===== src/rtl/asrd_pkg.sv =====
// Shared types and constants for the analog stick radial deadzone block.
`timescale 1ns / 1ps

package asrd_pkg;

  localparam int unsigned SuW = 19;               // shared subtract/compare unit width

  localparam logic [14:0] AXIS_MAX = 15'h7FFF;
  localparam logic [7:0]  OUT_MAX  = 8'd127;

  typedef enum logic [2:0] {
    REG_DEADZONE     = 3'd0,
    REG_IN_LIMIT     = 3'd1,
    REG_OUT_LIMIT    = 3'd2,
    REG_FLIP_X       = 3'd3,
    REG_FLIP_Y       = 3'd4,
    REG_KEYS_ENABLED = 3'd5,
    REG_PAD_ENABLED  = 3'd6
  } reg_idx_t;

  typedef struct packed {
    logic signed [15:0] axis_x;
    logic signed [15:0] axis_y;
    logic               pad_present;
    logic               key_left;
    logic               key_right;
    logic               key_up;
    logic               key_down;
    logic               focused;
  } sample_t;

  typedef struct packed {
    logic signed [7:0] stick_x;
    logic signed [7:0] stick_y;
  } result_t;

  typedef struct packed {
    logic [14:0] deadzone;
    logic [14:0] in_limit;
    logic [6:0]  out_limit;
    logic        flip_x;
    logic        flip_y;
    logic        keys_enabled;
    logic        pad_enabled;
  } cfg_t;

  // sign and magnitude of one conditioned axis
  typedef struct packed {
    logic        neg;
    logic [14:0] mag;
  } axis_t;

  typedef struct packed {
    logic           ge;
    logic [SuW-1:0] diff;
  } su_res_t;

endpackage


===== src/rtl/asrd_cond.sv =====
// Axis conditioning: clamp, invert, key override and focus gating.
`timescale 1ns / 1ps

module asrd_cond (
  input  asrd_pkg::sample_t sample,
  input  asrd_pkg::cfg_t    cfg,
  output asrd_pkg::axis_t   ax,
  output asrd_pkg::axis_t   ay
);

  function automatic asrd_pkg::axis_t cond_axis(
    input logic signed [15:0] raw,
    input logic               inv,
    input logic               live,
    input logic               kpos,
    input logic               kneg,
    input logic               ken,
    input logic               foc
  );
    asrd_pkg::axis_t a;
    logic [15:0]     n;
    a = '0;
    n = 16'(-raw);
    if (live) begin
      if (raw == 16'sh8000) begin
        a.mag = asrd_pkg::AXIS_MAX;
      end else if (raw[15]) begin
        a.mag = n[14:0];
      end else begin
        a.mag = raw[14:0];
      end
      a.neg = raw[15] ^ inv;
    end
    // a key wins only when strictly stronger than the stick
    if (ken && (kpos != kneg) && (a.mag != asrd_pkg::AXIS_MAX)) begin
      a.mag = asrd_pkg::AXIS_MAX;
      a.neg = kneg;
    end
    if (!foc) begin
      a = '0;
    end
    return a;
  endfunction

  logic live;

  assign live = cfg.pad_enabled & sample.pad_present;

  assign ax = cond_axis(sample.axis_x, cfg.flip_x, live, sample.key_right,
                        sample.key_left, cfg.keys_enabled, sample.focused);
  assign ay = cond_axis(sample.axis_y, cfg.flip_y, live, sample.key_up,
                        sample.key_down, cfg.keys_enabled, sample.focused);

endmodule


===== src/rtl/asrd_subu.sv =====
// Shared compare/subtract unit used by the square root and divide steps.
`timescale 1ns / 1ps

module asrd_subu (
  input  logic [asrd_pkg::SuW-1:0] a,
  input  logic [asrd_pkg::SuW-1:0] b,
  output asrd_pkg::su_res_t        res
);

  logic [asrd_pkg::SuW:0] d;

  assign d        = {1'b0, a} - {1'b0, b};
  assign res.ge   = ~d[asrd_pkg::SuW];
  assign res.diff = d[asrd_pkg::SuW-1:0];

endmodule


===== src/rtl/analog_stick_radial_deadzone.sv =====
// Top level: sequencer, shared multiplier and registers of the stick mapper.
`timescale 1ns / 1ps

// Radial deadzone and rescaling of one analog stick sample.
// Input: raise start with a sample while busy is low; the sample is taken at
// that edge and busy rises in the next cycle.
// Output: result is valid for exactly one cycle while done is high. The
// receiver cannot stall; it must take the beat in that cycle.
// Config: cfg_valid/cfg_ready write channel, cfg_index selects the register
// (0 deadzone .. 6 pad_enabled), cfg_data is masked to the register width.
// cfg_ready is always high; write only while the block is idle.
// Sequence: when the stick is at or inside the deadzone, or in_limit does
// not exceed the deadzone, the divides are skipped and a zero result is
// given; done is high in the first cycle with busy low, and a new start is
// taken in that same cycle. The work is a 16-step restoring square root and
// three 8-step restoring divides, all run through one compare/subtract unit,
// plus one shared 16x16 multiplier; no new sample is taken while busy.
// Reset: synchronous, active high; the registers return to their defaults
// (deadzone 4096, input range 32767, output range 80, invert y, keys and pad
// enabled) and the sequencer goes idle with no result pending.

module analog_stick_radial_deadzone (
  input  logic                clk,
  input  logic                rst,
  input  logic                start,
  output logic                busy,
  input  asrd_pkg::sample_t   sample,
  output logic                done,
  output asrd_pkg::result_t   result,
  input  logic                cfg_valid,
  output logic                cfg_ready,
  input  logic [2:0]          cfg_index,
  input  logic [15:0]         cfg_data
);

  typedef enum logic [3:0] {
    S_IDLE,
    S_SQX,
    S_SQY,
    S_SUM,
    S_SQRT,
    S_CHK,
    S_MUL,
    S_DLOAD,
    S_DIV
  } state_t;

  typedef enum logic [1:0] {
    PH_RAD,
    PH_X,
    PH_Y
  } phase_t;

  state_t                    state;
  phase_t                    phase;
  asrd_pkg::cfg_t            cfg;
  asrd_pkg::axis_t           ax_in;
  asrd_pkg::axis_t           ay_in;
  asrd_pkg::axis_t           ax;
  asrd_pkg::axis_t           ay;
  asrd_pkg::su_res_t         su;
  logic [asrd_pkg::SuW-1:0]  su_a;
  logic [asrd_pkg::SuW-1:0]  su_b;
  logic [15:0]               mul_a;
  logic [15:0]               mul_b;
  logic [31:0]               mul_p;
  logic [31:0]               prod;
  logic [29:0]               sumsq;
  logic [31:0]               rad_sh;
  logic [16:0]               rem;
  logic [15:0]               root;
  logic [7:0]                dlo;
  logic [15:0]               divisor;
  logic [7:0]                q;
  logic [7:0]                q_next;
  logic [3:0]                cnt;
  logic [14:0]               dif;
  logic [14:0]               span;
  logic [14:0]               cl;
  logic [6:0]                rad;
  logic [7:0]                qx;
  logic                      pass;

  function automatic logic signed [7:0] signed_out(input logic neg, input logic [7:0] qv);
    logic [7:0] m;
    m = (qv > asrd_pkg::OUT_MAX) ? asrd_pkg::OUT_MAX : qv;
    return neg ? 8'(-m) : m;
  endfunction

  asrd_cond u_cond (
    .sample (sample),
    .cfg    (cfg),
    .ax     (ax_in),
    .ay     (ay_in)
  );

  asrd_subu u_subu (
    .a   (su_a),
    .b   (su_b),
    .res (su)
  );

  assign busy      = (state != S_IDLE);
  assign cfg_ready = 1'b1;

  // shared multiplier operands
  always_comb begin
    mul_a = '0;
    mul_b = '0;
    unique case (state)
      S_SQX: begin
        mul_a = {1'b0, ax.mag};
        mul_b = {1'b0, ax.mag};
      end
      S_SQY: begin
        mul_a = {1'b0, ay.mag};
        mul_b = {1'b0, ay.mag};
      end
      S_MUL: begin
        unique case (phase)
          PH_RAD: begin
            mul_a = {1'b0, dif};
            mul_b = {9'b0, cfg.out_limit};
          end
          PH_X: begin
            mul_a = {1'b0, ax.mag};
            mul_b = {9'b0, rad};
          end
          PH_Y: begin
            mul_a = {1'b0, ay.mag};
            mul_b = {9'b0, rad};
          end
          default: begin
            mul_a = '0;
            mul_b = '0;
          end
        endcase
      end
      default: begin
        mul_a = '0;
        mul_b = '0;
      end
    endcase
  end

  assign mul_p = mul_a * mul_b;

  // shared compare/subtract operands
  always_comb begin
    unique case (state)
      S_SQRT: begin
        su_a = {rem, rad_sh[31:30]};
        su_b = {1'b0, root, 2'b01};
      end
      S_DIV: begin
        su_a = {2'b0, rem[15:0], dlo[7]};
        su_b = {3'b0, divisor};
      end
      default: begin
        su_a = '0;
        su_b = '0;
      end
    endcase
  end

  assign q_next = {q[6:0], su.ge};
  assign pass   = (root > {1'b0, cfg.deadzone}) && (cfg.in_limit > cfg.deadzone);
  assign cl     = (root < {1'b0, cfg.in_limit}) ? root[14:0] : cfg.in_limit;

  always_ff @(posedge clk) begin
    if (rst) begin
      state            <= S_IDLE;
      phase            <= PH_RAD;
      done             <= 1'b0;
      cfg.deadzone     <= 15'd4096;
      cfg.in_limit     <= 15'd32767;
      cfg.out_limit    <= 7'd80;
      cfg.flip_x       <= 1'b0;
      cfg.flip_y       <= 1'b1;
      cfg.keys_enabled <= 1'b1;
      cfg.pad_enabled  <= 1'b1;
    end else begin
      done <= 1'b0;

      if (cfg_valid && cfg_ready) begin
        unique case (cfg_index)
          asrd_pkg::REG_DEADZONE:     cfg.deadzone     <= cfg_data[14:0];
          asrd_pkg::REG_IN_LIMIT:     cfg.in_limit     <= cfg_data[14:0];
          asrd_pkg::REG_OUT_LIMIT:    cfg.out_limit    <= cfg_data[6:0];
          asrd_pkg::REG_FLIP_X:       cfg.flip_x       <= cfg_data[0];
          asrd_pkg::REG_FLIP_Y:       cfg.flip_y       <= cfg_data[0];
          asrd_pkg::REG_KEYS_ENABLED: cfg.keys_enabled <= cfg_data[0];
          asrd_pkg::REG_PAD_ENABLED:  cfg.pad_enabled  <= cfg_data[0];
          default: ;
        endcase
      end

      unique case (state)
        S_IDLE: begin
          if (start) begin
            ax    <= ax_in;
            ay    <= ay_in;
            state <= S_SQX;
          end
        end
        S_SQX: begin
          prod  <= mul_p;
          state <= S_SQY;
        end
        S_SQY: begin
          sumsq <= prod[29:0];
          prod  <= mul_p;
          state <= S_SUM;
        end
        S_SUM: begin
          rad_sh <= {2'b0, sumsq} + prod;
          rem    <= '0;
          root   <= '0;
          cnt    <= '0;
          state  <= S_SQRT;
        end
        S_SQRT: begin
          rem    <= su.ge ? su.diff[16:0] : su_a[16:0];
          root   <= {root[14:0], su.ge};
          rad_sh <= {rad_sh[29:0], 2'b00};
          cnt    <= cnt + 4'd1;
          if (cnt == 4'd15) begin
            state <= S_CHK;
          end
        end
        S_CHK: begin
          if (pass) begin
            dif   <= cl - cfg.deadzone;
            span  <= cfg.in_limit - cfg.deadzone;
            phase <= PH_RAD;
            state <= S_MUL;
          end else begin
            result <= '0;
            done   <= 1'b1;
            state  <= S_IDLE;
          end
        end
        S_MUL: begin
          prod  <= mul_p;
          state <= S_DLOAD;
        end
        S_DLOAD: begin
          // quotient fits in 8 bits, so only the low byte is shifted through
          rem     <= {3'b0, prod[21:8]};
          dlo     <= prod[7:0];
          divisor <= (phase == PH_RAD) ? {1'b0, span} : root;
          q       <= '0;
          cnt     <= '0;
          state   <= S_DIV;
        end
        S_DIV: begin
          rem <= su.ge ? su.diff[16:0] : su_a[16:0];
          q   <= q_next;
          dlo <= {dlo[6:0], 1'b0};
          cnt <= cnt + 4'd1;
          if (cnt[2:0] == 3'd7) begin
            unique case (phase)
              PH_RAD: begin
                rad   <= q_next[6:0];
                phase <= PH_X;
                state <= S_MUL;
              end
              PH_X: begin
                qx    <= q_next;
                phase <= PH_Y;
                state <= S_MUL;
              end
              default: begin
                result.stick_x <= signed_out(ax.neg, qx);
                result.stick_y <= signed_out(ay.neg, q_next);
                done           <= 1'b1;
                state          <= S_IDLE;
              end
            endcase
          end
        end
        default: state <= S_IDLE;
      endcase
    end
  end

  // a result beat only closes out work that was in flight
  a_done_after_busy: assert property (@(posedge clk) disable iff (rst)
    done |-> $past(busy))
    else $error("result strobe without work in flight");

  a_start_goes_busy: assert property (@(posedge clk) disable iff (rst)
    (start && !busy) |=> (busy && !done))
    else $error("accepted sample did not start work");

  a_single_beat: assert property (@(posedge clk) disable iff (rst)
    done |=> !done)
    else $error("one sample gave two result beats");

  a_saturated: assert property (@(posedge clk) disable iff (rst)
    done |-> (result.stick_x != 8'sh80 && result.stick_y != 8'sh80))
    else $error("result outside +-127");

endmodule

===== config.mk =====
export PLATFORM = sky130hd
export DESIGN_NAME = analog_stick_radial_deadzone
export DESIGN_NICKNAME = d
export VERILOG_FILES = /design/src/rtl/asrd_pkg.sv /design/src/rtl/asrd_cond.sv /design/src/rtl/asrd_subu.sv /design/src/rtl/analog_stick_radial_deadzone.sv
export SDC_FILE = /design/constraint.sdc
export NUM_CORES = 1
export LEC_CHECK = 0
export ABC_AREA = 1
export BUFFER_PORTS_ARGS = -buffer_cell sky130_fd_sc_hd__buf_2
export CELL_PAD_IN_SITES_DETAIL_PLACEMENT = 0
export CELL_PAD_IN_SITES_GLOBAL_PLACEMENT = 1
export CORE_MARGIN = 4
export CORE_UTILIZATION = 50
export CTS_BUF_LIST = sky130_fd_sc_hd__clkbuf_4
export CTS_CLUSTER_DIAMETER = 120
export DETAILED_ROUTE_END_ITERATION = 7
export GPL_TIMING_DRIVEN = 0
export HOLD_SLACK_MARGIN = 0.02
export PLACE_DENSITY = 0.84
export SETUP_SLACK_MARGIN = 0.15
export SLEW_MARGIN = 5
export SYNTH_ARGS = -nofsm -noshare
export SYNTH_HDL_FRONTEND = slang
export SYNTH_HIERARCHICAL = 1
export SYNTH_SLANG_ARGS = --single-unit
export TNS_END_PERCENT = 100

===== constraint.sdc =====
create_clock -name clk -period 7.3 [get_ports clk]
set_input_delay 0.73 -clock clk [delete_from_list [all_inputs] [get_ports clk]]
set_output_delay 0.73 -clock clk [all_outputs]
set_load 0.1 [all_outputs]

==> flow_summary.json <==
{
  "endpoint_kind": "flip-flop",
  "fmax_mhz": 145,
  "portBuffers": 74,
  "arrival_ns": 7.36,
  "relSlewSlack_pct": 36.6,
  "clockPowerShare_pct": 27.5,
  "drv_cap": 0,
  "instances_no_fill": 4216,
  "clk_pin_slew_ns": 0.07,
  "power.density_nw_per_um2": 189,
  "status": "completed",
  "worstPathMaxFanout": 9,
  "cts_num_sinks": 303,
  "post-route-period-util_pct": 94.4,
  "clock_path_buffers": 3,
  "via_per_inst": 5.40,
  "dp_hpwl_mm": 62.5,
  "antenna_found_initial": 2,
  "hold_path_class": "input port to flip-flop",
  "grt.overflow.total": 0,
  "fp.dieW_um": 240,
  "place_congestion": 0.940,
  "drc_errors": 0,
  "start_util_pct": 50.8,
  "grt_pass1_vias": 22400,
  "cp-start-kind": "flip-flop",
  "p_sw_uw": 2110,
  "drt_iter0_drc": 1673,
  "crit_end": "prod[25]$_DFFE_PP_",
  "syn2layout_area_growth_pct": 9.55,
  "htreeDepth": 3,
  "nNetsFinal": 3914,
  "layout-drive-gt1-share_pct": 12.3,
  "finClkSkew_ns": 0.128,
  "synthesis.nets": 3741,
  "grt_max_degree": 33,
  "worst_pin_slew_ns": 0.949,
  "crit_required_ns": 7.78,
  "p_int_uw": 3450,
  "clk_latency_ns": 0.85,
  "root_buffer": "clkbuf_4",
  "r2r-start": "state[3]$_SDFFE_PP0P_",
  "grt_usage_pct": 26.7,
  "p_leak_uw": 0.0138,
  "cts_buffers": 82,
  "critPathSlowestCell": "fa_1",
  "ys_warn_count": 6,
  "hold_buffers": 0,
  "ff2ff_path_depth": 29,
  "period_minus_slack_ns": 6.89,
  "placedCellCount": 4055,
  "worst-setup-path-type": "flip-flop to flip-flop",
  "ir_drop_v": 0.000103,
  "synth_area_per_cell_um2": 8.17,
  "rsz0062_at_grt": "no",
  "p_comb_share_pct": 35.4,
  "finalHoldViolCount": 0,
  "io_pins": 80,
  "regArea_um2": 8620,
  "num_vias": 22753,
  "ant_nets": 0,
  "wl_mm": 76.0,
  "core-area_um2": 52900,
  "dieArea_um2": 57500,
  "synth_cells": 3289,
  "grt_pass1_wl_mm": 121,
  "r2r-end": "prod[25]$_DFFE_PP_",
  "reg2reg_slack_ns": 0.41,
  "multi_input_area_um2": 15900,
  "slowest_delay_ns": 0.53,
  "rows": 84,
  "setup_viol": 0,
  "drv_slew": 0,
  "die_h_um": 240,
  "swShare_pct": 38.0,
  "first_pass_iters": 6,
  "crit_start": "state[3]$_SDFFE_PP0P_",
  "tns_ns": 0,
  "syn_area_um2": 26900,
  "tritoncts": "yes",
  "holdWs_ns": 0.124,
  "final_util_pct": 55.7,
  "p_seq_share_pct": 37.2,
  "wl_per_cell_um": 18.0,
  "fillers": 5055
}
-- per-layer routing --
metal | routed length, um | up-vias | global-route usage, %
li1 | - | 11077 | -
met1 | 34600 | 10824 | 37.7
met2 | 34600 | 744 | 43.0
met3 | 4680 | 108 | 3.95
met4 | 2080 | 0 | 8.17
met5 | 0 | - | 0
-- sequential cells by signal, summed over array words and instances (netlist names), 17 cells and up --
register / flops
rem: 17
cfg: 41
prod: 32
rad_sh: 32
sumsq: 30
-- worst min-delay path by stage --
| stage | from | end | slack (ns) | cells past startpoint |
|---|---|---|---|---|
| finish | cfg_data[10] | cfg[21]$_SDFFE_PP1P_ | 0.12 | 3 |
| CTS | cfg_data[10] | cfg[21]$_SDFFE_PP1P_ | 0.04 | 3 |
| detailed placement | q[6]$_SDFFCE_PN0P_ | qx[7]$_DFFE_PP_ | 0.45 | 0 |
| global placement | q[6]$_SDFFCE_PN0P_ | qx[7]$_DFFE_PP_ | 0.44 | 0 |
| floorplan | q[6]$_SDFFCE_PN0P_ | qx[7]$_DFFE_PP_ | 0.42 | 0 |
| global route | cfg_data[10] | cfg[21]$_SDFFE_PP1P_ | 0.05 | 3 |
-- through the flow --
step / area (um^2) / power, uW / setup slack [ns]
floorplan: 26900 / 3460 / 1.15
global placement: 28100 / 4000 / 0.0222
detailed placement: 28200 / 4020 / 0.0190
CTS: 29200 / 5560 / 0.167
global route: 29400 / 5940 / 0.154
finish: 29400 / 5560 / 0.412
-- final cells by class --
type | count | share of cell area, %
diodes | 6 | 0.0510
plain buffers | 76 | 1.49
inverters | 538 | 6.97
multi-input cells | 2372 | 54.0
repair buffers | 88 | 1.75
well taps | 688 | 2.92
repair inverters | 1 | 0.0170
clock buffers | 117 | 2.98
flip-flops and latches | 303 | 29.3
clock inverters | 27 | 0.540
-- worst max-delay path, delay by kind of cell, from the launching register on --
kind            cells  cell delay (ns)
fa+ha+maj           7             3.40
buf+inv             8             0.84
compound gates      2             0.47
simple gates       11             1.32
flops               1             0.47
xor+xnor            1             0.07
-- cells in the final DEF, fill, tap and decap left out, drive strengths merged, types with 8 or more instances in the layout --
cell / instances
nand3: 167
o21a: 8
xnor2: 29
a21o: 12
nor3: 26
o21bai: 9
o21ai: 197
a31oi: 12
nor2: 364
nand4: 27
ha: 219
clkinv: 25
a22o: 8
clkbuf: 152
inv: 537
fa: 172
buf: 129
o22ai: 24
dfxtp: 48
edfxtp: 255
o211ai: 29
xor2: 42
nand2: 800
a21oi: 193
nand3b: 8
-- timing repair --
item / in CTS / in global routing
endpoints found under the hold margin: 0 / 0
cloned: 0 / 1
pin swaps: 0 / 7
setup endpoints to repair: 8 / 18
resized for setup: 3 / 29
buffers inserted: 0 / 10
-- power groups by stage --
| stage | Sequential (uW) | Clock [uW] | Combinational (uW) |
|---|---|---|---|
| 4_1_cts | 2070 | 1570 | 1930 |
| 2_1_floorplan | 2070 | 0 | 1380 |
| 3_3_place_gp | 2100 | 0 | 1890 |
| 6_report | 2070 | 1530 | 1970 |
| 5_1_grt | 2070 | 1660 | 2220 |
| 3_5_place_dp | 2100 | 0 | 1920 |
Power figures use the tool's default switching activity.
